$ cat src/hw/rtl/hds_pkg.sv
package hds_pkg;

    localparam int CFG_DATA_W  = 32;
    localparam int CFG_ADDR_W  = 4;
    localparam int K_W         = 16;
    localparam int SIZE_CFG_W  = 11;

    // k is Q2.14 and the neighbour sum is divided by 8
    localparam int K_FRAC_SHIFT = 17;

    localparam logic [K_W-1:0]        K_RESET    = 16'd16384;
    localparam logic [SIZE_CFG_W-1:0] SIZE_RESET = 11'd3;
    localparam int                    SIZE_MIN   = 3;

    localparam int Q_DEPTH = 4;
    localparam int Q_PTR_W = 2;
    localparam int Q_LVL_W = 3;

    typedef enum logic [1:0] {
        REG_CONDUCT_K = 2'd0,
        REG_GRID_COLS = 2'd1,
        REG_GRID_ROWS = 2'd2
    } t_reg_idx;

    typedef struct packed {
        logic [K_W-1:0]        conduct_k;
        logic [SIZE_CFG_W-1:0] grid_cols;
        logic [SIZE_CFG_W-1:0] grid_rows;
    } t_cfg;

    typedef struct packed {
        logic grid_end;
        logic row_end;
    } t_flags;

endpackage

$ cat src/hw/rtl/hds_back.sv
module hds_back #(
    parameter int TEMP_WIDTH = 32
) (
    input  logic                                i_clk,
    input  logic                                i_rst_n,
    input  logic [hds_pkg::K_W-1:0]             i_k,
    input  logic                                i_q_valid,
    input  logic signed [TEMP_WIDTH-1:0]        i_centre,
    input  logic signed [TEMP_WIDTH+1:0]        i_sum_a,
    input  logic signed [TEMP_WIDTH+1:0]        i_sum_b,
    input  hds_pkg::t_flags                     i_flags,
    output logic                                o_pop,
    output logic                                o_valid,
    input  logic                                i_ready,
    output logic signed [TEMP_WIDTH-1:0]        o_temp,
    output hds_pkg::t_flags                     o_flags
);

    localparam int TW     = TEMP_WIDTH;
    localparam int SW     = TW + 3;
    localparam int PW     = SW + hds_pkg::K_W + 1;
    localparam int TERM_W = PW - hds_pkg::K_FRAC_SHIFT;
    localparam int AW     = TW + 4;

    logic                 r_v1;
    logic                 r_v2;
    logic                 r_v3;
    logic                 rdy1;
    logic                 rdy2;
    logic                 rdy3;

    logic signed [SW-1:0] r_sum8;
    logic signed [TW-1:0] r_c1;
    hds_pkg::t_flags      r_f1;
    logic signed [PW-1:0] r_prod;
    logic signed [TW-1:0] r_c2;
    hds_pkg::t_flags      r_f2;
    logic signed [TW-1:0] r_out;
    hds_pkg::t_flags      r_f3;

    logic signed [TERM_W-1:0] term;
    logic signed [AW-1:0]     total;
    logic signed [AW-2:0]     half;
    logic signed [TW-1:0]     sat;
    logic                     fits;

    assign rdy3  = !r_v3 || i_ready;
    assign rdy2  = !r_v2 || rdy3;
    assign rdy1  = !r_v1 || rdy2;
    assign o_pop = i_q_valid && rdy1;

    always_ff @(posedge i_clk) begin
        if (!i_rst_n) begin
            r_v1 <= 1'b0;
            r_v2 <= 1'b0;
            r_v3 <= 1'b0;
        end else begin
            if (rdy1)
                r_v1 <= i_q_valid;
            if (rdy2)
                r_v2 <= r_v1;
            if (rdy3)
                r_v3 <= r_v2;
        end
    end

    always_ff @(posedge i_clk) begin
        if (o_pop) begin
            r_sum8 <= SW'(i_sum_a) + SW'(i_sum_b);
            r_c1   <= i_centre;
            r_f1   <= i_flags;
        end
        if (r_v1 && rdy2) begin
            r_prod <= PW'(r_sum8) * PW'($signed({1'b0, i_k}));
            r_c2   <= r_c1;
            r_f2   <= r_f1;
        end
        if (r_v2 && rdy3) begin
            r_out <= sat;
            r_f3  <= r_f2;
        end
    end

    // floor shifts: drop low bits of two's complement values
    assign term  = r_prod[PW-1:hds_pkg::K_FRAC_SHIFT];
    assign total = AW'(r_c2) + AW'(term);
    assign half  = total[AW-1:1];
    assign fits  = (&half[AW-2:TW-1]) || !(|half[AW-2:TW-1]);

    always_comb begin
        if (fits)
            sat = half[TW-1:0];
        else if (half[AW-2])
            sat = {1'b1, {(TW-1){1'b0}}};
        else
            sat = {1'b0, {(TW-1){1'b1}}};
    end

    assign o_valid = r_v3;
    assign o_temp  = r_out;
    assign o_flags = r_f3;

endmodule
$ cat config.mk
export PLATFORM = sky130hd
export DESIGN_NAME = hds_back
export DESIGN_NICKNAME = d
export VERILOG_FILES = /design/src/hw/rtl/hds_pkg.sv /design/src/hw/rtl/hds_back.sv
export SDC_FILE = /design/constraint.sdc
export NUM_CORES = 2
export LEC_CHECK = 0
export ABC_AREA = 1
export BUFFER_PORTS_ARGS = -buffer_cell sky130_fd_sc_hd__clkbuf_2
export CELL_PAD_IN_SITES_DETAIL_PLACEMENT = 0
export CELL_PAD_IN_SITES_GLOBAL_PLACEMENT = 1
export CORE_MARGIN = 4
export CORE_UTILIZATION = 53
export DETAILED_ROUTE_END_ITERATION = 8
export PLACE_DENSITY_LB_ADDON = 0.05
export SLEW_MARGIN = 0
export SYNTH_ARGS = -nofsm -noshare
export SYNTH_HDL_FRONTEND = slang
export SYNTH_SLANG_ARGS = --single-unit
$ cat constraint.sdc
create_clock -name i_clk -period 13.45 [get_ports i_clk]
set_clock_uncertainty 0.15 [all_clocks]
set_input_delay 0 -clock i_clk [delete_from_list [all_inputs] [get_ports i_clk]]
set_output_delay 0 -clock i_clk [all_outputs]
set_load 0.05 [all_outputs]
Word-level counts from Yosys, hierarchy flattened
Index checks and enable logic that the tools add are counted.
W data, S select, Z words.
Word-level totals
  output and inout port bits: 36
  input port bits: 122
  logic and storage cells: 32
  register bits: 192
Cells by class
  add/subtract/negate cells: 2
  reductions and logical operators: 13
  $mul: 1
  muxes and demuxes: 2
Operators with widths (number)
  $mux W32: 2
  $mul A35 B17 Y52: 1
  $add A32 B35 Y36: 1
  $add A34 B34 Y35: 1
  $logic_not A1 Y1: 4
  $logic_or A1 B1 Y1: 4
  $reduce_and A4 Y1: 1
  $reduce_or A4 Y1: 1
  $logic_and A1 B1 Y1: 3

Logic depth before layout (Yosys ltp)
  depth after elaboration: 5
  depth in mapped cells: 29
  depth with buffers taken out: 27

Least setup slack after synthesis
OpenSTA, ideal clock, no wires.
  path kind: register -> register
  from: register r_sum8[34]
  to: register r_prod[49], data pin
  data arrival time: 5.521 ns
  required time: 13.035 ns
  stages on the path, launching flop included: 20
  setup slack: 7.514 ns
  cells stage by stage: edfxtp_1 clkbuf_1 clkbuf_1 nand2_1 inv_1 fa_1 fa_1 fa_1 fa_1 fa_1 inv_1 fa_1 inv_1 ha_1 nand2_1 nor2_1 nand4_1 or2_2 o21ai_0 xor2_1
Between the ends
  longest elaborated chain between the ends: 1
RTL lines
  start, declared: RTL line hds_back.sv:32  | logic signed [SW-1:0] r_sum8;
  start signal, assigned: RTL line hds_back.sv:69  | r_sum8 <= SW'(i_sum_a) + SW'(i_sum_b);
  $mul A35 B17 Y52: RTL line hds_back.sv:74  | r_prod <= PW'(r_sum8) * PW'($signed({1'b0, i_k}));
  end signal, assigned: RTL line hds_back.sv:74
  end, declared: RTL line hds_back.sv:35  | logic signed [PW-1:0] r_prod;
Every way passes these cells.
A chain may end at the register's enable or synchronous reset.

Worst setup path after layout
  from: register r_sum8[34]
  to: register r_prod[50], data pin
The elaborated chain is that of the path after synthesis.

==> out/qor.log <==
INFO  sta            max_freq=145.5MHz
INFO  detailed_routing routed_via_density=5.199
INFO  floorplanning  design.core.area=56,390um2
INFO  logic_synthesis cell_type_with_the_largest_total_area_after_synthesis=sky130_fd_sc_hd__fa_1
INFO  floorplanning  floorplan.die.height=246.4um
INFO  cells_and_area areaGrowthSynthToFinish=10.02%
INFO  sta            rsz0062_at_grt=no
INFO  logic_synthesis synth_enable_flop_cells=172
INFO  global_routing grt_start_max_net_pins=64
INFO  logic_synthesis share_of_the_synthesized_area_in_the_top_cell_type=35.28%
INFO  clocking       ctsLongestPathBuffers=2
INFO  clocking       cts.repair_timing.setup_buffer_count=0
INFO  placed_design  io_buffer_count=157
INFO  sta            hold_viol=0
INFO  global_routing grt.overflow.total=0
INFO  global_routing grt_first_pass_wirelength=139.3mm
INFO  detailed_routing drc=0
INFO  sta            setup_total_negative_slack=0ns
INFO  worst_setup_path critical_path_fanout_max=16
INFO  floorplanning  die_area=60,730um2
INFO  clocking       cts_tree=done
INFO  placed_design  dp.final_hpwl=69.95mm
INFO  clocking       post_cts_resize_count=0
INFO  global_routing globalRouteTotalUtil=29.61%
INFO  worst_hold_path worstHoldPathCells=5
INFO  worst_hold_path timing.hold.worst.class=input port to register
INFO  clocking       clk_latency=0.51ns
INFO  clocking       clk_pin_slew=0.09ns
INFO  sta            fin_crit=6.874ns
INFO  logic_synthesis syn-num-nets=4,567
INFO  worst_setup_path critical_path_required=13.54ns
INFO  logic_synthesis post_synth.cell_area_avg=8.089um2
INFO  cells_and_area layout.cells.most_common=sky130_fd_sc_hd__inv_1
INFO  flow_run       max-cap-violations=0
INFO  logic_synthesis synth_sequential_area_ratio=17.34%
INFO  cells_and_area layout-drive-gt1-share=5.691%
INFO  clocking       clock_sink_count=175
INFO  logic_synthesis synth_top_family_by_area=adder cells
INFO  logic_synthesis ys_types=41
INFO  logic_synthesis syn-cell-area=30,130um2
INFO  worst_setup_path end_kind=register
INFO  worst_setup_path crit_type=register to register
INFO  logic_synthesis synth-async-reset-ratio=0%
INFO  floorplanning  std_cell_rows=87
INFO  global_routing antenna_violations_before_repair=1
INFO  clocking       cts_buffers=17
INFO  clocking       cts-htree-levels=4
INFO  placed_design  gpl.final_weighted_congestion=0.9425
INFO  sta            max_slew_violation_total_from_the_final_report=0
INFO  sta            timing_worst_slew_pin_value=1.175ns
INFO  logic_synthesis synth_compound_gate_area_share=5.456%
INFO  detailed_routing dr_pass1_iterations=5
INFO  sta            timing.final.crit_share=51.11%
INFO  run_status     status=completed
INFO  cells_and_area fin_nets=4,730
INFO  sta            final_hold_slack=0.03273ns
INFO  floorplanning  chipWidth=246.4um
INFO  worst_setup_path r2r_setup_slack=6.58ns
INFO  clocking       clk_root_buffer_cell=sky130_fd_sc_hd__clkbuf_16
INFO  logic_synthesis post_synth_main_area_contributors=sky130_fd_sc_hd__fa_1 35%, sky130_fd_sc_hd__edfxtp_1 17%, sky130_fd_sc_hd__inv_1 13%, sky130_fd_sc_hd__nand2_1 13%, sky130_fd_sc_hd__ha_1 7.8%
INFO  sta            timing.max_slew.rel_slack=21.52%
INFO  cells_and_area filler_cell_count=5,215
INFO  worst_setup_path timing.critical_path.from_type=register
INFO  logic_synthesis post_synth_adder_cell_area=43.13%
INFO  logic_synthesis synth-simple-area-share=16.90%
INFO  detailed_routing drt-wirelength-per-cell=18.51um
INFO  floorplanning  floorplan.initialDensity=53.44%
INFO  detailed_routing antenna_violating_nets_left=0
INFO  logic_synthesis synth.area.mux_share=0%
INFO  logic_synthesis yosys_register_bits=175
INFO  logic_synthesis synth_top_flop_cell=sky130_fd_sc_hd__edfxtp_1
INFO  cells_and_area commonest_cells_after_routing_fill_and_taps_aside=1,010 x sky130_fd_sc_hd__inv_1, 1,004 x sky130_fd_sc_hd__nand2_1, 531 x sky130_fd_sc_hd__fa_1
INFO  floorplanning  ios=158
INFO  logic_synthesis synth_xor_xnor_area_share=2.703%
INFO  logic_synthesis syn-instance-count=3,725
INFO  worst_setup_path r2r.worst_path.cells=20
INFO  sta            total_of_endpoints_with_negative_setup_slack_in_the_final_report=0
INFO  detailed_routing postRouteWirelength=86.22mm
INFO  worst_setup_path timing.critical_path.arrival=6.96ns
INFO  global_routing first_global_vias=26,388
INFO  detailed_routing num_vias=24,218
INFO  detailed_routing detailedRoute.firstIterationViolations=1,431
INFO  logic_synthesis yosys_warnings=0
-- through the flow --
stage               setup WS, ns  utilization [%]  cells  instance area [um2]
finish                     6.576            58.79   4658                33150
global placement           6.594            55.72   4514                31420
global route               6.266            58.79   4657                33150
CTS                        6.511            58.79   4657                33150
detailed placement         6.447            55.72   4514                31420
floorplan                  7.514                -   3725                30130
-- worst max-delay path, stage by stage (launching register included) --
cell and delay (ns):
sky130_fd_sc_hd__edfxtp_1 0.75, sky130_fd_sc_hd__nand2_1 0.19, sky130_fd_sc_hd__inv_1 0.17, sky130_fd_sc_hd__fa_1 0.56, sky130_fd_sc_hd__fa_1 0.92, sky130_fd_sc_hd__inv_1 0.14
sky130_fd_sc_hd__fa_1 0.51, sky130_fd_sc_hd__fa_1 0.57, sky130_fd_sc_hd__fa_1 0.43, sky130_fd_sc_hd__fa_1 0.49, sky130_fd_sc_hd__inv_1 0.04, sky130_fd_sc_hd__ha_1 0.42
sky130_fd_sc_hd__nand2_1 0.21, sky130_fd_sc_hd__nor3_1 0.30, sky130_fd_sc_hd__nand2_1 0.19, sky130_fd_sc_hd__inv_1 0.09, sky130_fd_sc_hd__nand2_1 0.05, sky130_fd_sc_hd__nand3_1 0.21
sky130_fd_sc_hd__a21oi_1 0.07, sky130_fd_sc_hd__nand2_1 0.07, sky130_fd_sc_hd__xor2_1 0.06
-- path summary, 6_finish.rpt --
path / startpoint / endpoint
worst max register to register: r_sum8[34] / r_prod[50]
worst min register to register: r_c1[30] / r_c2[30]
worst max-delay path: r_sum8[34] / r_prod[50]
worst min-delay path: i_sum_a[32] / r_sum8[32]
-- synth_stat cells (all sizes together), types with 4 or more instances --
cell type / count
edfxtp: 172
nand4: 15
o21bai: 16
nor4: 4
a21oi: 144
nand2: 1009
o21ai: 73
nand3: 65
xnor2: 37
inv: 1012
clkbuf: 132
o21a: 10
o211ai: 5
a211oi: 4
xor2: 56
nor2: 178
ha: 189
a31oi: 12
and3: 4
a21o: 15
a21boi: 6
nor3: 15
o2111ai: 4
fa: 531
buf: 6
-- metal layers --
| metal | track usage (%) | vias to the layer above | wire [um] |
|---|---|---|---|
| met3 | 4.930 | 183 | 5674 |
| met2 | 51.36 | 894 | 42230 |
| met4 | 10.80 | 0 | 3158 |
| met5 | 0 | - | 0 |
| li1 | - | 11247 | - |
| met1 | 37.47 | 11894 | 35150 |
-- sequential cells by signal, indices dropped and copies added (netlist names), 2 cells and up --
register,flops
r_c2,32
r_prod,35
r_f1,2
o_temp,32
r_f2,2
r_c1,32
r_sum8,35
o_flags,2
-- kinds of logic (layout without fill, tap and decap cells) --
family          count (synthesis)  after routing
simple gates                 1296           1296
buf+inv                      1150           1326
fa+ha+maj                     720            720
compound gates                291            291
flops                         175            175
xor+xnor                       93             93
other cells                     0              1
-- repair_timing --
| action | in CTS | in global routing |
|---|---|---|
| endpoints found under the setup margin | 0 | 0 |
| hold buffers | 111 | 0 |
| endpoints found under the hold margin | 72 | 0 |
-- cell type report --
| cell class | count | area, um2 | share of cell area [%] |
|---|---|---|---|
| Multi-Input combinational cell | 2400 | 20560 | 62.01 |
| Clock inverter | 15 | 192.7 | 0.5812 |
| Timing Repair Buffer | 282 | 2002 | 6.039 |
| Inverter | 1012 | 3800 | 11.46 |
| Antenna cell | 1 | 2.502 | 0.007549 |
| Clock buffer | 17 | 425.4 | 1.283 |
| Sequential cell | 175 | 5225 | 15.76 |
| Tap cell | 756 | 945.9 | 2.853 |
Power is left out: the tool's default activity adds up to more than one toggle a clock period on the data nets, which glitch-free logic cannot reach.
