`src/hw/rtl/hds_pkg.sv`:
```
package hds_pkg;

    localparam int CFG_DATA_W  = 32;
    localparam int CFG_ADDR_W  = 4;
    localparam int K_W         = 16;
    localparam int SIZE_CFG_W  = 11;

    // k is Q2.14 and the neighbour sum is divided by 8
    localparam int K_FRAC_SHIFT = 17;

    localparam logic [K_W-1:0]        K_RESET    = 16'd16384;
    localparam logic [SIZE_CFG_W-1:0] SIZE_RESET = 11'd3;
    localparam int                    SIZE_MIN   = 3;

    localparam int Q_DEPTH = 4;
    localparam int Q_PTR_W = 2;
    localparam int Q_LVL_W = 3;

    typedef enum logic [1:0] {
        REG_CONDUCT_K = 2'd0,
        REG_GRID_COLS = 2'd1,
        REG_GRID_ROWS = 2'd2
    } t_reg_idx;

    typedef struct packed {
        logic [K_W-1:0]        conduct_k;
        logic [SIZE_CFG_W-1:0] grid_cols;
        logic [SIZE_CFG_W-1:0] grid_rows;
    } t_cfg;

    typedef struct packed {
        logic grid_end;
        logic row_end;
    } t_flags;

endpackage

```
`src/hw/rtl/hds_fifo.sv`:
```
module hds_fifo #(
    parameter int WIDTH = 104
) (
    input  logic                            i_clk,
    input  logic                            i_rst_n,
    input  logic                            i_push,
    input  logic [WIDTH-1:0]                i_data,
    input  logic                            i_pop,
    output logic                            o_valid,
    output logic [WIDTH-1:0]                o_data,
    output logic [hds_pkg::Q_LVL_W-1:0]     o_level
);

    logic [WIDTH-1:0]                r_mem [hds_pkg::Q_DEPTH];
    logic [hds_pkg::Q_PTR_W-1:0]     r_wr_ptr;
    logic [hds_pkg::Q_PTR_W-1:0]     r_rd_ptr;
    logic [hds_pkg::Q_LVL_W-1:0]     r_level;
    logic                            do_pop;

    assign o_valid = (r_level != '0);
    assign o_data  = r_mem[r_rd_ptr];
    assign o_level = r_level;
    assign do_pop  = i_pop && o_valid;

    always_ff @(posedge i_clk) begin
        if (!i_rst_n) begin
            r_wr_ptr <= '0;
            r_rd_ptr <= '0;
            r_level  <= '0;
        end else begin
            if (i_push)
                r_wr_ptr <= r_wr_ptr + hds_pkg::Q_PTR_W'(1);
            if (do_pop)
                r_rd_ptr <= r_rd_ptr + hds_pkg::Q_PTR_W'(1);
            r_level <= r_level + hds_pkg::Q_LVL_W'(i_push) - hds_pkg::Q_LVL_W'(do_pop);
        end
    end

    always_ff @(posedge i_clk) begin
        if (i_push)
            r_mem[r_wr_ptr] <= i_data;
    end

endmodule

```
`config.mk`:
```
export PLATFORM = sky130hd
export DESIGN_NAME = hds_fifo
export DESIGN_NICKNAME = d
export VERILOG_FILES = /design/src/hw/rtl/hds_pkg.sv /design/src/hw/rtl/hds_fifo.sv
export SDC_FILE = /design/constraint.sdc
export NUM_CORES = 1
export LEC_CHECK = 0
export BUFFER_PORTS_ARGS = -buffer_cell sky130_fd_sc_hd__buf_2
export CAP_MARGIN = 20
export CORE_MARGIN = 2
export CORE_UTILIZATION = 51
export CTS_CLUSTER_DIAMETER = 50
export DETAILED_ROUTE_END_ITERATION = 7
export GPL_ROUTABILITY_DRIVEN = 0
export PLACE_DENSITY = 0.87
export SYNTH_ARGS = -nofsm -noshare
export SYNTH_HDL_FRONTEND = slang
export SYNTH_SLANG_ARGS = --single-unit
```
`constraint.sdc`:
```
create_clock -name i_clk -period 3.7 [get_ports i_clk]
set_input_delay 0.555 -clock i_clk [delete_from_list [all_inputs] [get_ports i_clk]]
set_output_delay 0.555 -clock i_clk [all_outputs]
set_load 0.05 [all_outputs]
```
* After elaboration in Yosys (flattened, before gate mapping)
Memory sizes are Yosys's and may differ from the RTL's. A register that Yosys moved wholly into a read port is not among the register bits.
Cells that the tools add are included.
** Storage, ports and cells
- Bits in registers :: 7
- Bits in writable memories :: 416
- Output and inout bits :: 108
- Memories :: 1
** Cells by class
- Add/subtract/negate cells :: 4
- Multiplexer cells :: 4
- Reductions and logical operators :: 2
** Memories
- r_mem :: words 4, bits a word 104, rd ports 1, clocked after Yosys merged registers in 1, wr ports 1, line hds_fifo.sv:14 : logic [WIDTH-1:0] r_mem [hds_pkg::Q_DEPTH];
** Operator list (number)
- adder 2 x 1 -> 2 bit, second input constant :: 2
- 2-to-1 mux 2 bit :: 2
- adder 3 x 1 -> 3 bit :: 1
- nonzero test 3 bit :: 1
- subtractor 3 x 1 -> 3 bit :: 1
- 2-to-1 mux 1 bit :: 2
- logical AND 1 bit :: 1

* Logic depth before layout (Yosys ltp)
Gate-level depths: netlist of the first run.
- Word-level depth :: 4
- Gate-level depth with buffers :: 7

* Worst setup path after synthesis of the first run
OpenSTA, ideal clock, no wires.
- Path type :: input port to flip-flop
- Start point :: in i_push
- End point :: mem r_mem[0][0] (enable)
- Setup time :: 474 ps
- Arrival time :: 2953 ps
- Path slack :: 273 ps
- Cell stages on the path :: 1
- Buffers on the path :: 0
- Cells stage by stage :: and2_1
** On the way
- Word-level cells in the longest chain between the ends :: 2
** Ends and longest elaborated chain
- start, declared :: line hds_fifo.sv:6 : input logic i_push,
- 2-to-1 mux 1 bit :: line hds_fifo.sv:40 : if (i_push)
- 2-to-1 mux 1 bit (not written as such) :: line hds_fifo.sv:41 : r_mem[r_wr_ptr] <= i_data;
- end, declared :: line hds_fifo.sv:14
No other way between the ends.

==> results of run 1 <==
[worst max-delay path by stage]
stage,startpoint,endpoint,cells after the start
2_1_floorplan,i_push,r_mem[0][0]$_DFFE_PP_,1
3_3_place_gp,register,o_data[80],3
3_5_place_dp,register,o_data[85],3
4_1_cts,register,o_data[52],3
5_1_grt,register,o_data[85],3
6_report,register,o_data[85],3
[final cells by class]
cell class                      instances  area [um^2]  area share, %
Timing Repair Buffer                  227         1250           6.79
Antenna cell                            3         7.51         0.0406
Clock buffer                           59         1200           6.50
Tap cell                              390          488           2.64
Inverter                                6         22.5          0.122
Clock inverter                         23          201           1.09
Sequential cell                       425        12700           68.6
Multi-Input combinational cell        133         2620           14.2
[sequential cells by signal, indices dropped and copies added (netlist names), named ones only]
register and cells:
r_mem 416, r_rd_ptr 2, r_wr_ptr 2, o_level 3
[layer usage]
| layer | up-vias | GRT usage (%) | share of wire, % | wire (um) |
|---|---|---|---|---|
| li1 | 3043 | - | - | - |
| met1 | 3659 | 25.0 | 40 | 11800 |
| met2 | 246 | 31.0 | 51 | 15000 |
| met3 | 41 | 4.88 | 6.7 | 1980 |
| met4 | 2 | 4.98 | 1.9 | 561 |
| met5 | - | 0 | 0.041 | 12 |
[cells by family (layout without fill, tap and decap cells)]
group | after synthesis | in the layout | synth area share [%]
simple gates | 14 | 14 | 0.533
buf+inv | 30 | 315 | 1.37
other cells | 0 | 3 | 0
fa+ha+maj | 7 | 7 | 0.614
mux | 108 | 108 | 15.4
xor+xnor | 2 | 2 | 0.202
flops | 425 | 425 | 81.8
compound gates | 2 | 2 | 0.113
[where the power goes]
| group | internal, uW | switching [uW] |
|---|---|---|
| combinational | 1010 | 2210 |
| sequential | 5550 | 101 |
| clock | 2440 | 1750 |
| total | 9000 | 4060 |
[layout by cell type, fill, tap and decap left out, drive strengths merged, types with 6 or more instances in the layout]
cell and count:
and2 8, buf 227, clkbuf 59, clkinv 13
clkinvlp 6, dfxtp 9, edfxtp 416, ha 6
inv 8, mux4 104
[stage by stage]
stage | worst slack (ps) | util [%] | power, uW | cells
3_3_place_gp | 1440 | 57.3 | 8940 | 1181
3_5_place_dp | 1440 | 57.3 | 9000 | 1181
2_1_floorplan | 273 | - | 8340 | 588
4_1_cts | 847 | 62.0 | 13200 | 1263
5_1_grt | 776 | 62.0 | 13500 | 1265
6_report | 897 | 62.0 | 13100 | 1266
[critical path: stages, from the launching register on]
cell,delay [ps]
dfxtp_4,440
buf_12,340
mux4_2,610
buf_2,240
==> impl_metrics.csv, run 1 <==
group,metric,value,unit
outcome,outcome,"completed",
yosys,synth.ff_latch_count,425,
power,power.leakage,0.00620,uW
yosys,synth.most_common_cell,"edfxtp_1",
yosys,ys_warn_count,0,
global_route,grt_usage,18.7,%
sta,finalCriticalPeriod,2800,ps
clock_network,hold_buffers,0,
hold_path,worstHoldPathType,"in -> reg",
sta,rsz0062_at_grt,"false",
global_route,grt_start_max_net_pins,57,
setup_path,reg2reg_depth,7,
setup_path,regToRegStartpoint,"o_level[1]$_SDFF_PN0_",
layout,num-nets-final,952,
place,dp_hpwl,17300,um
layout,drive_above_1_share,45.8,%
sta,clock_skew,20.3,ps
place,portBuffers,215,
die,dieArea,0.0318,mm^2
clock_network,clock-root-buffer,"clkbuf_16",
setup_path,critPathLaunchType,"register",
setup_path,end_kind,"output port",
layout,area_growth,19.2,%
setup_path,cp_max_fo,48,
global_route,antenna_found_initial,6,
sta,slew_headroom,61.1,%
sta,tightest_slew,576,ps
clock_network,tritoncts,"yes",
place,post_dp_cell_area,0.0171,mm^2
yosys,async_reset_ff_share,0,%
global_route,grt_pass1_wl,44100,um
setup_path,r2r_end,"o_level[2]$_SDFF_PN0_",
yosys,synth_flop_cell,"edfxtp_1",
clock_network,insertion_delay,530,ps
sta,period_share,75.8,%
die,coreArea,0.0298,mm^2
routing,firstDrtPassIters,4,
clock_network,clkSinkCount,425,
global_route,overflow,0,
yosys,synth-seq-area-share,81.8,%
hold_path,whs_endpoint,"r_mem[2][10]$_DFFE_PP_",
yosys,synth.area.top_cells,"edfxtp_1, mux4_2, dfxtp_1",
power,power_density,707,mW/mm^2
yosys,yosysTopAreaCell,"edfxtp_1",
routing,dr_total_vias,6991,
sta,final-max-slew-violation-count,0,
clock_network,cts_setup_buffers,0,
routing,ant_nets,0,
sta,holdWs,233,ps
yosys,syn_inst,588,
clock_network,cts_resized,0,
sta,finalSetupTns,0,ps
yosys,synth_common_cells,"edfxtp_1, mux4_2, buf_2",
setup_path,worstPathArrival,2250,ps
die,die_h,178,um
routing,finalWirelength,29400,um
layout,design_area,0.0185,mm^2
setup_path,crit_type,"reg -> out",
power,ir_drop,0.612,mV
sta,max_freq,357,MHz
global_route,grt_pass1_vias,7515,
clock_network,clkTransAtPathRegs,60,ps
run,maxCapViolCount,0,
sta,finalSetupViolCount,0,
setup_path,reg2reg_slack,1570,ps
yosys,synthDistinctLibCells,20,
yosys,avgSynthCellArea,26.3,um^2
clock_network,clockBufferDepth,3,
die,ios,216,
hold_path,min_from,"i_data[10]",
yosys,synth_top_area_share,80.6,%
die,die_w,178,um
sta,hold_violations,0,
yosys,synth_nets,703,
die,rows,63,
yosys,synth_edf_count,416,
layout,nFillCells,1977,
routing,drt_iter0_markers,540,
routing,wl_per_cell,23.2,um
clock_network,cts_made_buffers,44,
routing,vias_per_cell,5.52,
die,initial_core_util,52.0,%
yosys,netlist_area,0.0155,mm^2
routing,drc_errors,0,
setup_path,worstPathRequired,3140,ps
clock_network,cts.htree.levels,2,
hold_path,min_path_cells,1,
Note: power is estimated with default switching activity, not from simulation.
==> run 2, diff against run 1 <==
==> constraint.sdc (replaced) <==
create_clock -name i_clk -period 2.35 [get_ports i_clk]
set_input_delay 0.3525 -clock i_clk [delete_from_list [all_inputs] [get_ports i_clk]]
set_output_delay 0.3525 -clock i_clk [all_outputs]
set_load 0.05 [all_outputs]
==> run 2 against run 1 <==
Net effect:
- sequential share of layout area shrank 2.2 points
- combinational power grew 88%
- wire length grew 2.1%
- sequential power grew 57%
- register-to-register slack lost 1400 ps
- worst hold slack lost 190 ps
- die area is the same
- clock power grew 51%
- cell count grew 1.2%
- critical path type unchanged
- largest cell class unchanged
- largest power group unchanged
==> impl_metrics.csv, run 2 (same netlist as run 1, synthesis figures left out) <==
group,metric,value,unit
global_route,overflow,0,
outcome,outcome,"completed",
setup_path,regToRegStartpoint,"o_level[1]$_SDFF_PN0_",
place,dp_hpwl,17000,um
setup_path,crit_end,"o_data[65]",
setup_path,critPathLaunchType,"register",
setup_path,worstPathArrival,1970,ps
layout,drive_above_1_share,46.0,%
clock_network,clkTransAtPathRegs,60,ps
routing,ant_nets,0,
layout,top_register,"r_mem",
clock_network,cts_made_buffers,45,
routing,vias_per_cell,5.58,
setup_path,reg2reg_depth,7,
layout,design_area,0.0191,mm^2
die,rows,63,
clock_network,insertion_delay,520,ps
global_route,grt_start_max_net_pins,74,
clock_network,hold_buffers,0,
routing,drt_iter0_markers,521,
run,maxCapViolCount,0,
place,placedCellCount,1186,
sta,hold_violations,0,
layout,final_common_cell,"edfxtp_1",
die,coreArea,0.0298,mm^2
clock_network,clock-root-buffer,"clkbuf_16",
clock_network,tritoncts,"yes",
sta,rsz0062_at_grt,"true",
die,dieArea,0.0318,mm^2
sta,finalCriticalPeriod,2320,ps
setup_path,r2r_end,"o_level[2]$_SDFF_PN0_",
setup_path,reg2reg_slack,200,ps
power,power.leakage,0.00644,uW
die,initial_core_util,52.0,%
global_route,antenna_found_initial,8,
sta,period_share,98.8,%
routing,wl_per_cell,23.4,um
sta,finalSetupTns,0,ps
place,portBuffers,215,
die,die_w,178,um
global_route,grt_pass1_vias,7609,
layout,nFillCells,1890,
sta,final-max-slew-violation-count,0,
sta,slew_headroom,67.6,%
layout,finalNonFillerCells,1281,
routing,finalWirelength,30000,um
layout,regArea,0.0127,mm^2
setup_path,end_kind,"output port",
setup_path,cp_max_fo,6,
power,power_density,1110,mW/mm^2
clock_network,cts.htree.levels,2,
layout,num-nets-final,968,
layout,multiInputGateArea,0.00262,mm^2
routing,drc_errors,0,
die,die_h,178,um
global_route,grt_usage,18.8,%
layout,layout_common_cells,"edfxtp_1, buf_2, mux4_2",
routing,dr_total_vias,7150,
sta,clock_skew,6.83,ps
power,ir_drop,0.959,mV
setup_path,worstPathRequired,2000,ps
layout,area_growth,23.2,%
clock_network,clkSinkCount,425,
layout,largest_reg_flops,416,
place,post_dp_cell_area,0.0172,mm^2
routing,firstDrtPassIters,5,
sta,finalSetupViolCount,0,
global_route,grt_pass1_wl,44000,um
clock_network,clockBufferDepth,3,
sta,max_freq,431,MHz
hold_path,worstHoldPathType,"in -> reg",
setup_path,crit_type,"reg -> out",
sta,tightest_slew,486,ps
die,ios,216,
[run 2: how the worst min path moves through the flow]
stage / startpoint / to / slack, ps / cells after the start
5_1_grt: i_data[24] / r_mem[0][24]$_DFFE_PP_ / 30 / 1
6_report: i_data[87] / r_mem[3][87]$_DFFE_PP_ / 40 / 1
4_1_cts: i_data[76] / r_mem[0][76]$_DFFE_PP_ / 20 / 1
3_3_place_gp: r_rd_ptr[1]$_SDFFE_PN0P_ / register / 450 / 2
2_1_floorplan: r_rd_ptr[1]$_SDFFE_PN0P_ / register / 450 / 2
3_5_place_dp: r_rd_ptr[1]$_SDFFE_PN0P_ / register / 470 / 2
[run 2: routing by layer]
metal  up-vias  global-route usage (%)  routed length, um
met2       278                    31.5              15500
met1      3718                    23.9              11600
met4         6                    6.64                729
met5         -                       0                 34
li1       3089                       -                  -
met3        59                    4.94               2170
[run 2: where the power goes]
part,leakage [uW],internal (uW),switching (uW)
clock,0.000639,3650,2680
sequential,0.00390,8740,127
combinational,0.00191,2340,3710
total,0.00644,14700,6520
[run 2: per-stage QoR]
stage / hold slack, ps / total power [uW] / worst slack (ps) / util (%)
final: 42.8 / 21300 / 27.3 / 64.1
after global routing: 29.0 / 22000 / -52.1 / 64.1
after CTS: 19.2 / 21000 / -18.3 / 63.0
after detailed placement: 472 / 14300 / 275 / 57.7
after global placement: 452 / 14200 / 334 / 57.7
after floorplan: 449 / 13100 / 85.3 / -
[run 2: repair_timing]
item,CTS,global route
gates cloned,1,4
buffers inserted,5,0
resized for setup,66,110
setup endpoints to repair,100,88
[run 2: layout make-up]
class / count / share of cell area (%)
multi-input cells: 133 / 13.7
well taps: 390 / 2.56
diodes: 6 / 0.0786
repair buffers: 242 / 10.2
clock inverters: 21 / 0.767
inverters: 6 / 0.118
flip-flops and latches: 425 / 66.4
clock buffers: 58 / 6.15
[run 2: worst max-delay path, cell delays in order (launching register included)]
cell and delay, ps:
dfxtp_4 370, buf_6 180, clkbuf_16 180, mux4_2 540, buf_6 180
