## src/hw/rtl/hds_pkg.sv

```systemverilog
package hds_pkg;

    localparam int CFG_DATA_W  = 32;
    localparam int CFG_ADDR_W  = 4;
    localparam int K_W         = 16;
    localparam int SIZE_CFG_W  = 11;

    // k is Q2.14 and the neighbour sum is divided by 8
    localparam int K_FRAC_SHIFT = 17;

    localparam logic [K_W-1:0]        K_RESET    = 16'd16384;
    localparam logic [SIZE_CFG_W-1:0] SIZE_RESET = 11'd3;
    localparam int                    SIZE_MIN   = 3;

    localparam int Q_DEPTH = 4;
    localparam int Q_PTR_W = 2;
    localparam int Q_LVL_W = 3;

    typedef enum logic [1:0] {
        REG_CONDUCT_K = 2'd0,
        REG_GRID_COLS = 2'd1,
        REG_GRID_ROWS = 2'd2
    } t_reg_idx;

    typedef struct packed {
        logic [K_W-1:0]        conduct_k;
        logic [SIZE_CFG_W-1:0] grid_cols;
        logic [SIZE_CFG_W-1:0] grid_rows;
    } t_cfg;

    typedef struct packed {
        logic grid_end;
        logic row_end;
    } t_flags;

endpackage

```

## src/hw/rtl/hds_cfg.sv

```systemverilog
module hds_cfg (
    input  logic                                i_clk,
    input  logic                                i_rst_n,
    input  logic                                psel,
    input  logic                                penable,
    input  logic                                pwrite,
    input  logic [hds_pkg::CFG_ADDR_W-1:0]      paddr,
    input  logic [hds_pkg::CFG_DATA_W-1:0]      pwdata,
    output logic [hds_pkg::CFG_DATA_W-1:0]      prdata,
    output logic                                pready,
    output hds_pkg::t_cfg                       o_cfg
);

    hds_pkg::t_cfg     r_cfg;
    hds_pkg::t_reg_idx reg_idx;

    assign reg_idx = hds_pkg::t_reg_idx'(paddr[hds_pkg::CFG_ADDR_W-1:2]);
    assign pready  = 1'b1;
    assign o_cfg   = r_cfg;

    always_ff @(posedge i_clk) begin
        if (!i_rst_n) begin
            r_cfg.conduct_k <= hds_pkg::K_RESET;
            r_cfg.grid_cols <= hds_pkg::SIZE_RESET;
            r_cfg.grid_rows <= hds_pkg::SIZE_RESET;
        end else if (psel && penable && pwrite) begin
            case (reg_idx)
                hds_pkg::REG_CONDUCT_K: r_cfg.conduct_k <= pwdata[hds_pkg::K_W-1:0];
                hds_pkg::REG_GRID_COLS: r_cfg.grid_cols <= pwdata[hds_pkg::SIZE_CFG_W-1:0];
                hds_pkg::REG_GRID_ROWS: r_cfg.grid_rows <= pwdata[hds_pkg::SIZE_CFG_W-1:0];
                default: ;
            endcase
        end
    end

    always_comb begin
        case (reg_idx)
            hds_pkg::REG_CONDUCT_K:
                prdata = hds_pkg::CFG_DATA_W'(r_cfg.conduct_k);
            hds_pkg::REG_GRID_COLS:
                prdata = hds_pkg::CFG_DATA_W'(r_cfg.grid_cols);
            hds_pkg::REG_GRID_ROWS:
                prdata = hds_pkg::CFG_DATA_W'(r_cfg.grid_rows);
            default:
                prdata = '0;
        endcase
    end

endmodule

```

## config.mk

```make
export PLATFORM = sky130hd
export DESIGN_NAME = hds_cfg
export DESIGN_NICKNAME = d
export VERILOG_FILES = /design/src/hw/rtl/hds_pkg.sv /design/src/hw/rtl/hds_cfg.sv
export SDC_FILE = /design/constraint.sdc
export NUM_CORES = 1
export LEC_CHECK = 0
export BUFFER_PORTS_ARGS = -buffer_cell sky130_fd_sc_hd__buf_4
export CAP_MARGIN = 15
export CORE_ASPECT_RATIO = 2
export CORE_MARGIN = 4
export CORE_UTILIZATION = 46
export DETAILED_ROUTE_END_ITERATION = 10
export GPL_ROUTABILITY_DRIVEN = 0
export HOLD_SLACK_MARGIN = 0.15
export MAX_ROUTING_LAYER = met4
export PLACE_DENSITY = 0.81
export SYNTH_ARGS = -nofsm -noshare
export SYNTH_HDL_FRONTEND = slang
export SYNTH_SLANG_ARGS = --single-unit
```

## constraint.sdc

```tcl
create_clock -name i_clk -period 1.9 [get_ports i_clk]
set_clock_uncertainty 0.15 [all_clocks]
set_input_delay 0.095 -clock i_clk [delete_from_list [all_inputs] [get_ports i_clk]]
set_output_delay 0.095 -clock i_clk [all_outputs]
set_load 0.03 [all_outputs]
```

### After elaboration in Yosys (flattened, before gate mapping)

Cells that the tools add are included.

* shifts and indexed selects: 0
* div/mod/pow operators: 0
* mux-type cells: 1
* equality and inequality tests: 2
* add/sub/neg operators: 0
* bitwise gates (word level): 0
* multiply operators: 0
* reduce and logical (&&, ||, !) cells: 6
* $lt $le $gt $ge: 0

Operators by type and width (count)
* case mux 16 bit (3 select lines): 1
* AND reduction 2 bit: 3
* == test 2 x 1 -> 1 bit, second input constant: 1
* == test 2 bit, second input constant: 1
* logical AND 1 bit: 2
* logical NOT 2 bit: 1

* input bits: 41
* output and inout bits: 71
* memories: 0
* logic and storage cells: 12
* RAM bits: 0
* memory bits (read-only): 0
* latch bits: 0
* register bits: 38

### Logic depth before layout (Yosys ltp)

Gate-level depths: netlist of the first run.

* word-level depth: 3
* depth in mapped cells: 5
* depth with buffers taken out: 3

### Worst setup path before layout of the first run

Ideal clock, no wire load.

* kind: flip-flop to output port
* start point: register r_cfg, in the netlist o_cfg[0]
* end point: output port prdata[0] (netlist bit)
* required time: 1655 ps
* slack: 344 ps
* arrival: 1311 ps
* stages on the path, launching flop included: 3
* path buffers: 0
* cell sequence: dfxtp_1 mux2i_1 o21ai_0

* word-level cells in the longest chain between the ends: 1

RTL lines
* from (decl): line hds_cfg.sv:14 `hds_pkg::t_cfg r_cfg;`
* case mux 16 bit (3 select lines): line hds_cfg.sv:37 `case (reg_idx)`
* to (decl): line hds_cfg.sv:9 `output logic [hds_pkg::CFG_DATA_W-1:0] prdata,`

No other way between the ends.

### Worst setup path in the final report of the first run

* start point: input port paddr[2] (netlist bit)
* end point: output port prdata[3] (netlist bit)

* word-level cells in the longest chain between the ends: 2
* elaborated cells on any way between the ends: 4
* classes of those cells: eq/ne: 2; mux: 1; reduce/logical: 1

RTL lines
* from (decl): line hds_cfg.sv:7 `input logic [hds_pkg::CFG_ADDR_W-1:0] paddr,`
* == test 2 bit, or another cell as far along: line hds_cfg.sv:37
* case mux 16 bit (3 select lines) (*): line hds_cfg.sv:37

Every way passes the cells marked *; elsewhere a longest branch is shown, timed or not.

==> results of run 1 <==
[layer usage]
layer,vias to the layer above,track usage (%)
li1,838,-
met1,784,19.62
met2,66,38.98
met3,9,3.053
met4,0,8.071
met5,-,-
[tightest hold or removal path: cells and delay by family]
kind	cells	cell delay, ns
AO/OA/AOI/OAI	1	0.08
buffers and inverters	1	0.28
AND/OR/NAND/NOR	1	0.17
[through the flow]
step	instances	area, µm²	setup slack [ns]	hold WS [ns]	power [mW]
final	355	2718	0.1027	0.2461	1.645
after global routing	355	2718	0.02338	0.2816	1.716
after CTS	355	2711	0.08030	0.2303	1.659
after detailed placement	326	2410	0.5267	0.2145	1.073
after global placement	326	2410	0.5395	0.2051	1.069
after floorplan	224	1931	0.3436	0.08722	1.018
[cell usage after synthesis]
| cell | count | area share [%] |
|---|---|---|
| and2_1 | 4 | 1.3 |
| nor3b_1 | 1 | 0.40 |
| or4b_1 | 1 | 0.53 |
| o21ai_0 | 11 | 2.9 |
| nor3_1 | 1 | 0.27 |
| o211ai_1 | 1 | 0.40 |
| buf_2 | 2 | 0.53 |
| conb_1 | 2 | 0.40 |
| nor2b_1 | 7 | 2.3 |
| inv_1 | 1 | 0.20 |
| or3b_4 | 1 | 0.60 |
| buf_6 | 2 | 1.2 |
| mux2i_1 | 48 | 26 |
| dfxtp_1 | 38 | 41 |
| clkbuf_1 | 8 | 1.6 |
| nor2_1 | 1 | 0.20 |
| nand3_2 | 1 | 0.53 |
| nand2_1 | 59 | 12 |
| nor3_4 | 1 | 0.87 |
| buf_4 | 19 | 7.6 |
[path summary, 6_finish.rpt]
kind                                start         to  slack [ns]  depth (start not counted)
worst max-delay path             paddr[2]  prdata[3]        0.10                          7
worst min register to register  o_cfg[37]  o_cfg[37]        0.32                          2
worst min-delay path             paddr[3]  o_cfg[36]        0.25                          3
worst max register to register  o_cfg[19]  o_cfg[19]        1.07                          2
[timing repair]
action	4_1_cts	5_1_grt
endpoints found under the setup margin	0	11
resized for setup	0	2
hold buffers	21	0
endpoints found under the hold margin	38	0
[layout make-up]
type / count / area, µm²
Inverter: 1 / 3.754
Tap cell: 51 / 63.81
Multi-Input combinational cell: 154 / 968.4
Fill cell: 317 / 1166
Clock inverter: 1 / 5.005
Timing Repair Buffer: 103 / 829.5
Clock buffer: 7 / 86.33
Sequential cell: 38 / 760.7
[cell families (layout without fill, tap and decap cells)]
family,Yosys count,after routing,synth area share (%)
and+or+nand+nor,77,77,18.89
muxes,48,48,25.63
DFF,38,38,40.59
buffers and inverters,32,112,11.15
AOI/OAI and AO/OA,12,12,3.338
other,2,17,0.4007
[power groups by stage]
stage	clock network (mW)	registers [mW]	logic, mW
floorplan	0	0.853	0.166
global placement	0	0.833	0.236
detailed placement	0	0.833	0.239
CTS	0.569	0.815	0.275
global route	0.604	0.816	0.296
finish	0.552	0.815	0.277
==> metrics.yaml, run 1 <==
cp-start-kind: "primary input"
drt-total-wl_mm: 5.010
clock_latency_ns: 0.27
antenna_left: 0
grt-ovfl-total: 0
vias_per_cell: 4.780
status: "complete, no violations"
wl_met3_um: 290
rsz0062_at_grt: "no"
tns_ns: 0
drv_slew: 0
first_iter_violations: 28
h-tree-depth: 2
maxUsedRoutingLayer: "met4"
required_ns: 1.65
pwr-share-seq_pct: 49.6
cp_top_family: "buffers and inverters"
critPathKind: "primary input to output port"
p_leak_nw: 1.276
numCtsBuffers: 5
clock-sinks: 38
netSwitchingFraction_pct: 26.40
port_buffers: 76
path_clk_slew_ns: 0.07
path_cells: "dlygate4sd3_1 -> buf_6 -> nor2b_2 -> buf_4 -> nand2_1 -> o21ai_0 -> buf_4"
drc: 0
synthToLayoutAreaGrowth_pct: 44.99
largest_reg_flops: 38
vias: 1697
die_w_um: 53.14
cts_root_buf: "clkbuf_8"
grt_max_degree: 56
power_density_nw_per_um2: 605.2
max_stage_delay_ns: 0.56
cts_setup_buffers: 0
p_comb_share_pct: 16.9
initial_core_util_pct: 48.26
dp_hpwl_mm: 3.502
fp.dieArea_um2: 5222
syn_avg_cell_area_um2: 8.968
n_antenna_cell: 0
ios: 112
fp-row-count: 32
cp_max_fo: 18
cts_tree: "done"
hold_violations: 0
nets: 344
p_int_mw: 1.210
clockBufferDepth: 2
yosysWarningCount: 0
antenna_found_initial: 0
syn_inst: 209
final_util_pct: 69.97
wl_met1_mm: 1.789
core_area_um2: 3884
track_usage_pct: 20.69
path_buf_inv: 4
first_global_vias: 1699
power.share.clock_pct: 33.6
synth_area_um2: 1874
tightest_slew_ns: 0.5090
routedWlPerCell_um: 14.11
synth-seq-cells: 38
route.met2.wl_mm: 2.805
final_common_cell: "buf_4"
die_h_um: 98.27
drv_cap: 0
maxSlewHeadroom_pct: 66.07
p_sw_uw: 434.2
worstHoldPathType: "primary input to register"
setup_viol: 0
vdd_drop_max_v: 0.0006071
period_minus_slack_ns: 1.797
grt_pass1_wl_mm: 7.879
final_cell_mix: "buf_4 (81), nand2_1 (59), mux2i_1 (48)"
fmax_mhz: 556.4
crit_top_cell: "buf_4"
fin_crit_sh_pct: 94.59
crit_slowest_cell: "dlygate4sd3_1"
endpoint_kind: "output port"
drive_gt1_share_pct: 30.92
yosysSeqAreaShare_pct: 40.59
dr.pass1.iters: 4
synth_cell_types: 20
cp.arrival_ns: 1.55
Note: power is estimated with default switching activity, not from simulation.
==> inputs of run 2 (changes only) <==
--- a/config.mk
+++ b/config.mk
@@ -5,16 +5,17 @@
 export SDC_FILE = /design/constraint.sdc
 export NUM_CORES = 1
 export LEC_CHECK = 0
+export ABC_AREA = 1
 export BUFFER_PORTS_ARGS = -buffer_cell sky130_fd_sc_hd__buf_4
 export CAP_MARGIN = 15
 export CORE_ASPECT_RATIO = 2
 export CORE_MARGIN = 4
-export CORE_UTILIZATION = 46
+export CORE_UTILIZATION = 48
 export DETAILED_ROUTE_END_ITERATION = 10
 export GPL_ROUTABILITY_DRIVEN = 0
 export HOLD_SLACK_MARGIN = 0.15
 export MAX_ROUTING_LAYER = met4
-export PLACE_DENSITY = 0.81
+export PLACE_DENSITY = 0.82
 export SYNTH_ARGS = -nofsm -noshare
 export SYNTH_HDL_FRONTEND = slang
 export SYNTH_SLANG_ARGS = --single-unit
==> run 2 against run 1 <==
Final cell count rose by 31%. Setup slack got worse by 0.029 ns. Total power rose by 7.8%. Fmax fell by 1.6%. Sequential cell count did not move. Sequential power rose by 2%. First-iteration DRC count rose by 75%. Synthesized cell count rose by 46%. Clock power rose by 3%. Count of clock-buffer cells in the layout did not move. Critical path type is now primary input to register. Largest cell class unchanged. Largest power group unchanged.
==> metrics.yaml, run 2 <==
power_density_nw_per_um2: 592.7  # -2.1%
reg2reg_from: "o_cfg[35]"
grt-ovfl-total: 0  # unchanged
first_iter_violations: 49  # +75%
track_usage_pct: 23.91  # +3.2 points
endpoint_kind: "register"
netSwitchingFraction_pct: 29.78  # +3.4 points
async_flop_share_pct: 0  # unchanged
initial_core_util_pct: 50.18  # +1.9 points
clock-sinks: 38  # unchanged
tns_ns: 0  # unchanged
clock_latency_ns: 0.29  # +0.02 ns
n_antenna_cell: 0  # unchanged
maxSlewHeadroom_pct: 63.38  # -2.7 points
required_ns: 1.98  # +0.33 ns
antenna_left: 0  # unchanged
tightest_slew_ns: 0.5479  # +0.03898 ns
drv_cap: 0  # unchanged
cp_max_fo: 13  # -5
placed_cells: 421  # +29%
worstHoldPathType: "primary input to register"
hold_violations: 0  # unchanged
cts_root_buf: "clkbuf_8"
synth_cell_types: 20  # unchanged
final_util_pct: 72.45  # +2.5 points
h-tree-depth: 2  # unchanged
critPathLaunch: "pwrite"
drv_slew: 0  # unchanged
synth_area_um2: 2072  # +11%
yosysSeqAreaShare_pct: 36.71  # -3.9 points
syn_inst: 306  # +46%
finalNonFillerCells: 466  # +31%
setup_viol: 0  # unchanged
ios: 112  # unchanged
vias: 2228  # +31%
fp.dieArea_um2: 5495  # +5.2%
final_common_cell: "buf_4"
synth.top_cells.by_count: "nand2_1 (80), nor2_1 (54), nand3_1 (49)"
fin_crit_sh_pct: 96.10  # +1.5 points
drive_gt1_share_pct: 29.71  # -1.2 points
path_buf_inv: 3  # -1
power.total_mw: 1.773  # +7.8%
synth_top_area_share_pct: 36.71  # -3.9 points
r2r-end: "o_cfg[35]"
grt_max_degree: 39  # -30%
cp.arrival_ns: 1.91  # +0.36 ns
core_area_um2: 4129  # +6.3%
drc: 0  # unchanged
yosysWarningCount: 0  # unchanged
setup_slack_ns: 0.07418  # -0.02856 ns
status: "complete, no violations"
period_minus_slack_ns: 1.826  # +0.02856 ns
worstSetupEndpoint: "o_cfg[36]"
vias_per_cell: 4.781  # about the same
final_cell_mix: "buf_4 (88), nand2_1 (80), nor2_1 (54)"
drt-total-wl_mm: 6.104  # +22%
max_stage_delay_ns: 0.65  # +0.09 ns
cp-start-kind: "primary input"
cts_tree: "done"
r2r_slack_ns: 0.58  # -0.49 ns
synthToLayoutAreaGrowth_pct: 44.38
nets: 454  # +32%
yosys-top-cells-area: "dfxtp_1 (37%), nand2_1 (14%), nand3_1 (12%)"
p_sw_uw: 528.1  # +22%
syn_avg_cell_area_um2: 6.771  # -24%
grt_pass1_wl_mm: 9.466  # +20%
synth_edf_count: 0  # unchanged
yosysMostFrequentCell: "nand2_1"
fp-row-count: 33  # +3.1%
die_h_um: 100.9  # +2.7%
dp_hpwl_mm: 3.768  # +7.6%
rr_worst_depth: 3  # +1
port_buffers: 76  # unchanged
antenna_found_initial: 0  # unchanged
cp_top_family: "buffers and inverters"
routedWlPerCell_um: 13.10  # -7.2%
path_clk_slew_ns: 0.07  # about the same
p_leak_nw: 1.496  # +17%
synth_top_area_cell: "dfxtp_1"
p_comb_share_pct: 21.1  # +4.2 points
fmax_mhz: 547.7  # -1.6%
die_w_um: 54.46  # +2.5%
dp_slack_ns: 0.5321  # +0.005378 ns
synth-seq-cells: 38  # unchanged
path_cells: "buf_4 -> nand3_4 -> dlygate4sd3_1 -> nor2_8 -> nand2_1 -> dlygate4sd3_1 -> nand3_1"
critPathKind: "primary input to register"
synth_flop_cell: "dfxtp_1"
rsz0062_at_grt: "no"
vdd_drop_max_v: 0.0004967  # -18%
crit_top_cell: "dlygate4sd3_1"
crit_slowest_cell: "dlygate4sd3_1"
power.share.clock_pct: 32.2  # -1.4 points
pwr-share-seq_pct: 46.7  # -2.9 points
first_global_vias: 2101  # +24%
clockBufferDepth: 2  # unchanged
p_int_mw: 1.245  # +2.9%
cp.depth: 7  # unchanged
cts_resized: 0  # unchanged
dr.pass1.iters: 4  # unchanged
numCtsBuffers: 5  # unchanged
largest_reg_flops: 38  # unchanged
## run 2: cell count changes in the layout (fill, tap and decap cells not counted), sizes merged, moves of 2 or more
cell	delta
mux2i	-48
nor2	+77
inv	+22
nand2	+22
buf	+6
nor3	-2
dlygate4sd3	+9
o21ai	-10
nand3	+49
and2	-4
nor2b	-7
## run 2: how the worst min path moves through the flow
stage          cells after the start  startpoint         to
2_1_floorplan                      2   pwdata[0]   o_cfg[0]
3_3_place_gp                       3  pwdata[14]  o_cfg[36]
3_5_place_dp                       3  pwdata[14]  o_cfg[36]
4_1_cts                            5    paddr[2]   o_cfg[3]
5_1_grt                            5    paddr[2]   o_cfg[7]
6_report                           5    paddr[2]   o_cfg[3]
## run 2: stage by stage
step / hold slack (ns) / instance area, µm²
2_1_floorplan: 0.07113 / 2128
3_3_place_gp: 0.1569 / 2547
3_5_place_dp: 0.1734 / 2547
4_1_cts: 0.1527 / 2939
5_1_grt: 0.1662 / 2992
6_report: 0.1522 / 2992
## run 2: layout make-up
type / count / area, µm²
Clock buffer: 7 / 86.33
Sequential cell: 38 / 760.7
Timing Repair Buffer: 118 / 960.9
Inverter: 23 / 88.84
Multi-Input combinational cell: 227 / 1025
Fill cell: 350 / 1137
Tap cell: 52 / 65.06
Clock inverter: 1 / 5.005
## run 2: worst reg2reg max path: stages, from the launching register on
cell           delay [ns]
dfxtp_1              0.34
nor2_2               0.13
nor2_2               0.05
dlygate4sd3_1        0.55
## run 2: cell families after synthesis
group,after synthesis,share of synthesized area [%]
simple gates,209,46.14
flops,38,36.71
buf+inv,56,16.55
compound gates,1,0.2413
other cells,2,0.3625
## run 2: power by group through the flow
stage	sequential (mW)	clock (mW)	combinational [mW]
floorplan	0.879	0	0.220
global placement	0.846	0	0.324
detailed placement	0.846	0	0.328
CTS	0.828	0.581	0.368
global route	0.831	0.615	0.402
finish	0.828	0.571	0.374
## run 2: per-layer routing
| metal | wire length [µm] | global-route usage (%) | vias to the layer above |
|---|---|---|---|
| met3 | 432 | 4.444 | 18 |
| met5 | 0 | - | - |
| met2 | 3469 | 42.29 | 96 |
| met1 | 2016 | 23.73 | 1000 |
| li1 | - | - | 1114 |
| met4 | 186 | 11.32 | 0 |
## run 2: what timing repair did
item	CTS	global route
endpoints found under the setup margin	0	4
buffers inserted	0	7
hold buffers	30	0
endpoints found under the hold margin	38	0
